**config.mk**
```make
export PLATFORM = sky130hd
export DESIGN_NAME = vp2d_div_cell
export DESIGN_NICKNAME = d
export VERILOG_FILES = /design/src/vp2d_div_cell.sv
export SDC_FILE = /design/constraint.sdc
export NUM_CORES = 1
export LEC_CHECK = 0
export ABC_CLOCK_PERIOD_IN_PS = 6200
export BUFFER_PORTS_ARGS = -buffer_cell sky130_fd_sc_hd__buf_2
export CORE_ASPECT_RATIO = 1.5
export CORE_MARGIN = 4
export CORE_UTILIZATION = 25
export DETAILED_ROUTE_END_ITERATION = 12
export PLACE_DENSITY_LB_ADDON = 0.2
export SKIP_LAST_GASP = 1
export SLEW_MARGIN = 20
export SYNTH_ARGS = -nofsm -noshare
export SYNTH_HDL_FRONTEND = slang
export SYNTH_SLANG_ARGS = --single-unit
```
**constraint.sdc**
```tcl
create_clock -name clk -period 6.2 [get_ports clk]
set_input_delay 0.31 -clock clk [delete_from_list [all_inputs] [get_ports clk]]
set_output_delay 0.31 -clock clk [all_outputs]
set_load 0.02 [all_outputs]
```
**src/vp2d_div_cell.sv**
```systemverilog
// ----------------------------------------------------------------------------
// vp2d_div_cell
// One restoring-division cell: forms one quotient bit for both coordinates
// and hands the partial remainders to the next cell.
// ----------------------------------------------------------------------------
module vp2d_div_cell #(
	parameter int NW = 34,
	parameter int QB = 18
) (
	input  logic          clk,
	input  logic          arst_n,
	input  logic          in_vld,
	output logic          in_rdy,
	output logic          out_vld,
	input  logic          out_rdy,
	input  logic [NW-1:0] n,
	input  logic [NW-1:0] in_mx,
	input  logic [NW-1:0] in_my,
	input  logic [QB-1:0] in_restx,
	input  logic [QB-1:0] in_resty,
	input  logic [QB-1:0] in_qx,
	input  logic [QB-1:0] in_qy,
	input  logic          in_negx,
	input  logic          in_negy,
	output logic [NW-1:0] out_mx,
	output logic [NW-1:0] out_my,
	output logic [QB-1:0] out_restx,
	output logic [QB-1:0] out_resty,
	output logic [QB-1:0] out_qx,
	output logic [QB-1:0] out_qy,
	output logic          out_negx,
	output logic          out_negy
);

	logic          vld_q;
	logic [NW-1:0] mx_q, my_q;
	logic [QB-1:0] restx_q, resty_q, qx_q, qy_q;
	logic          negx_q, negy_q;

	logic [NW:0]   tx, ty, nn;
	logic          gex, gey;
	logic [NW-1:0] nmx, nmy;

	assign in_rdy = !vld_q || out_rdy;

	// shift in the next dividend bit, subtract the divisor where it fits
	assign nn  = {1'b0, n};
	assign tx  = {in_mx, in_restx[QB-1]};
	assign ty  = {in_my, in_resty[QB-1]};
	assign gex = (tx >= nn);
	assign gey = (ty >= nn);
	assign nmx = gex ? NW'(tx - nn) : NW'(tx);
	assign nmy = gey ? NW'(ty - nn) : NW'(ty);

	always_ff @(posedge clk or negedge arst_n) begin
		if (!arst_n) begin
			vld_q <= 1'b0;
		end else if (in_rdy) begin
			vld_q <= in_vld;
		end
	end

	always_ff @(posedge clk) begin
		if (in_rdy && in_vld) begin
			mx_q    <= nmx;
			my_q    <= nmy;
			restx_q <= {in_restx[QB-2:0], 1'b0};
			resty_q <= {in_resty[QB-2:0], 1'b0};
			qx_q    <= {in_qx[QB-2:0], gex};
			qy_q    <= {in_qy[QB-2:0], gey};
			negx_q  <= in_negx;
			negy_q  <= in_negy;
		end
	end

	assign out_vld   = vld_q;
	assign out_mx    = mx_q;
	assign out_my    = my_q;
	assign out_restx = restx_q;
	assign out_resty = resty_q;
	assign out_qx    = qx_q;
	assign out_qy    = qy_q;
	assign out_negx  = negx_q;
	assign out_negy  = negy_q;

endmodule

```
==> reports/summary.txt <==
Post-DP HPWL: 28150 µm
Syn avg cell area: 10.38 µm²
Fin cells: 1689
GR peak layer: met2
Residual DRC count: 0
GRT Total Usage: 0.1670
Synth area leaders: edfxtp_1 46%, ha_1 9.4%, a21oi_1 5.0%, mux2_2 4.6%, nor2_1 3.2%
Yosys warnings: 0
Period utilisation layout: 0.6166
Die height: 241.4 µm
CP Capture Type: flip-flop
Vias in the first global route: 7854
Port bufs: 319
Crit path cell chain: buf_2, inv_1, ha_1, a21o_1, a21o_1, a2111oi_4, a31oi_1, a211o_2, a21o_1, a31oi_4, buf_4, mux2_2
R2R setup slack: 3.93 ns
Met1 Track Usage GR: 0.1870
Setup CP Type: in2reg
Static Leak: 5.100 nW
Share of flip-flops with an asynchronous set or reset: 0.007092
Die area: 39490 µm²
Layout cells sized above 1: 0.3361
Ys flop type: edfxtp_1
Final #Nets: 1445
Cell count along the critical path: 12
Number of buffers and inverters on the critical path: 3
Tmin final: 3.823 ns
Cells after DPL: 1653
Die X: 163.6 µm
Reg area: 4229 µm²
Footprint of the multi-input gates: 4504 µm²
Slowest cell on crit path: a31oi_4
Max Cap Viol: 0
Fmax: 261.6 MHz
CTS root buffer: clkbuf_16
Number of core rows: 85
Synthesis-stage register bit count: 141
Clk sinks: 141
Area of the core: 35840 µm²
Slew Viols, Final: 0
Largest stage delay on the critical path: 0.62 ns
EDFF count, synth: 140
Layout area overhead: 29.55%
Post-synth design cell area: 9079 µm²
Synth unique cells: 64
Family with the most delay on the worst path: compound AO/OA/AOI/OAI gates
CTS tree: yes
Most frequent cell after synthesis: edfxtp_1
Starting Density: 0.2533
Worst hold path type: in2reg
Status: finished clean
Worst EP arrival: 4.01 ns
Initial DRC Count: 404
Via count: 7931
Worst slack, placed: 1.889 ns
Pin count of the biggest net entering global routing: 58
Fin. Hold Viols: 0
Hold depth: 1
Max VDD drop: 0.1469 mV
Cell mode on critical path: a21o_1
Post-CTS Hold Buffers: 1
Routed WL per cell: 20.32 µm
Clock-pin slew on the worst setup and hold paths: 0.07 ns
Clock latency on the worst-skew pair: 0.44 ns
Unrepaired setup endpoints after global routing: false
Commonest cells post-synth: 140 x edfxtp_1, 90 x a21oi_1, 78 x nor2_1, 70 x nand2_1, 68 x ha_1
Grt ovf: 0
CP Data Required Time: 6.38 ns
Setup ws final: 2.377 ns
R2R depth: 3
Max_slew headroom: 0.2852
Startpoint types: primary input
Post-Route Setup TNS: 0 ns
Total CTS buffers: 17
M3 GR Usage: 0.05038
Post-CTS resize count: 0
Util after Layout: 0.3282
Met2 Usage GRT: 0.3011
Routed WL: 34310 µm
Share of the synthesized area in the top cell type: 0.4631
Worst-path maximum fanout: 19
Initial antenna violation count: 9
Register area share after synthesis: 0.4658
Worst Skew: 0.009205 ns
CTS H-tree lvls: 4
RePlAce Congestion: 0.8601
Worst-Margin Slew: 1.057 ns
Cell Pwr Density: 257.7 nW/µm²
Clock Path Buffers: 2
Largest area contributor in the netlist: edfxtp_1
Final ANT Viol Nets: 0
Cells after Synth: 875
First-pass iteration count of the detailed router: 5
Via density: 4.696
Setup Fix Bufs, Post-CTS: 0
First-pass GRT wire length: 48340 µm
IO Pins: 324
Setup-failing EPs final: 0
FILL cells: 3743
Power consumption: 3.031 mW
[kinds of logic (layout without fill, tap and decap cells)]
| kind of cell | Yosys count | count (layout) | share of synthesized area |
|---|---|---|---|
| AOI/OAI and AO/OA | 245 | 245 | 0.1743 |
| xor gates and xnor gates | 52 | 52 | 0.05017 |
| adders and majority gates | 70 | 70 | 0.09813 |
| buffers and inverters | 85 | 417 | 0.03873 |
| DFF | 141 | 141 | 0.4658 |
| muxes | 41 | 41 | 0.05030 |
| other | 1 | 5 | 0.0004131 |
| and+or+nand+nor | 240 | 240 | 0.1221 |
[final cells by class]
type | count | area share
Multi-Input combinational cell | 650 | 0.3830
Sequential cell | 141 | 0.3596
Timing Repair Buffer | 325 | 0.1398
Clock inverter | 14 | 0.01053
Clock buffer | 18 | 0.03649
Inverter | 60 | 0.01915
Tap cell | 478 | 0.05085
Antenna cell | 3 | 0.0006383
[power by group]
part	total [mW]	leakage, nW	switching [mW]	internal (mW)
clock network	1.00	0.263	0.477	0.527
logic	0.843	3.50	0.513	0.331
registers	1.18	1.34	0.0243	1.16
[worst reg2reg max path: stages (launching register included)]
cell and delay [ns]:
dfrtp_1 0.40, nand2b_1 0.12, and2_4 0.59, buf_4 0.72
[layout by cell type (no fill, tap or decap), types with 20 or more instances in the layout]
cell type / n
ha_1: 68
mux2_2: 37
xor2_1: 20
nor2_1: 78
xnor2_1: 32
o21ai_0: 45
nand2_1: 70
edfxtp_1: 140
a21oi_1: 90
inv_1: 60
buf_2: 319
a21o_1: 34
[metrics by stage]
stage | cell area, µm² | hold slack (ns)
2_1_floorplan | 9082 | 0.01441
3_3_place_gp | 11190 | 0.08550
3_5_place_dp | 11190 | 0.08632
4_1_cts | 11750 | 0.007009
5_1_grt | 11750 | 0.01508
6_report | 11760 | 0.04054
[metal layers]
| layer | share of wire | vias up |
|---|---|---|
| met5 | 0.0027 | - |
| met4 | 0.024 | 12 |
| met3 | 0.090 | 46 |
| met2 | 0.49 | 357 |
| met1 | 0.39 | 3619 |
| li1 | - | 3897 |
[flip-flops by register name, summed over array words and instances, names as in the netlist]
| signal | flops |
|---|---|
| out_vld | 1 |
| out_negy | 1 |
| out_restx | 17 |
| out_qy | 18 |
| out_qx | 18 |
| out_resty | 17 |
| out_my | 34 |
| out_mx | 34 |
| out_negx | 1 |
[worst paths after layout]
check	from	endpoint
max	n[16]	out_my[5]
min	in_resty[5]	out_resty[6]
max reg2reg	out_vld	out_mx[23]
min reg2reg	out_vld	out_vld
max in group asynchronous	arst_n	out_vld
min in group asynchronous	arst_n	out_vld
Note: power is estimated with default switching activity, not from simulation.
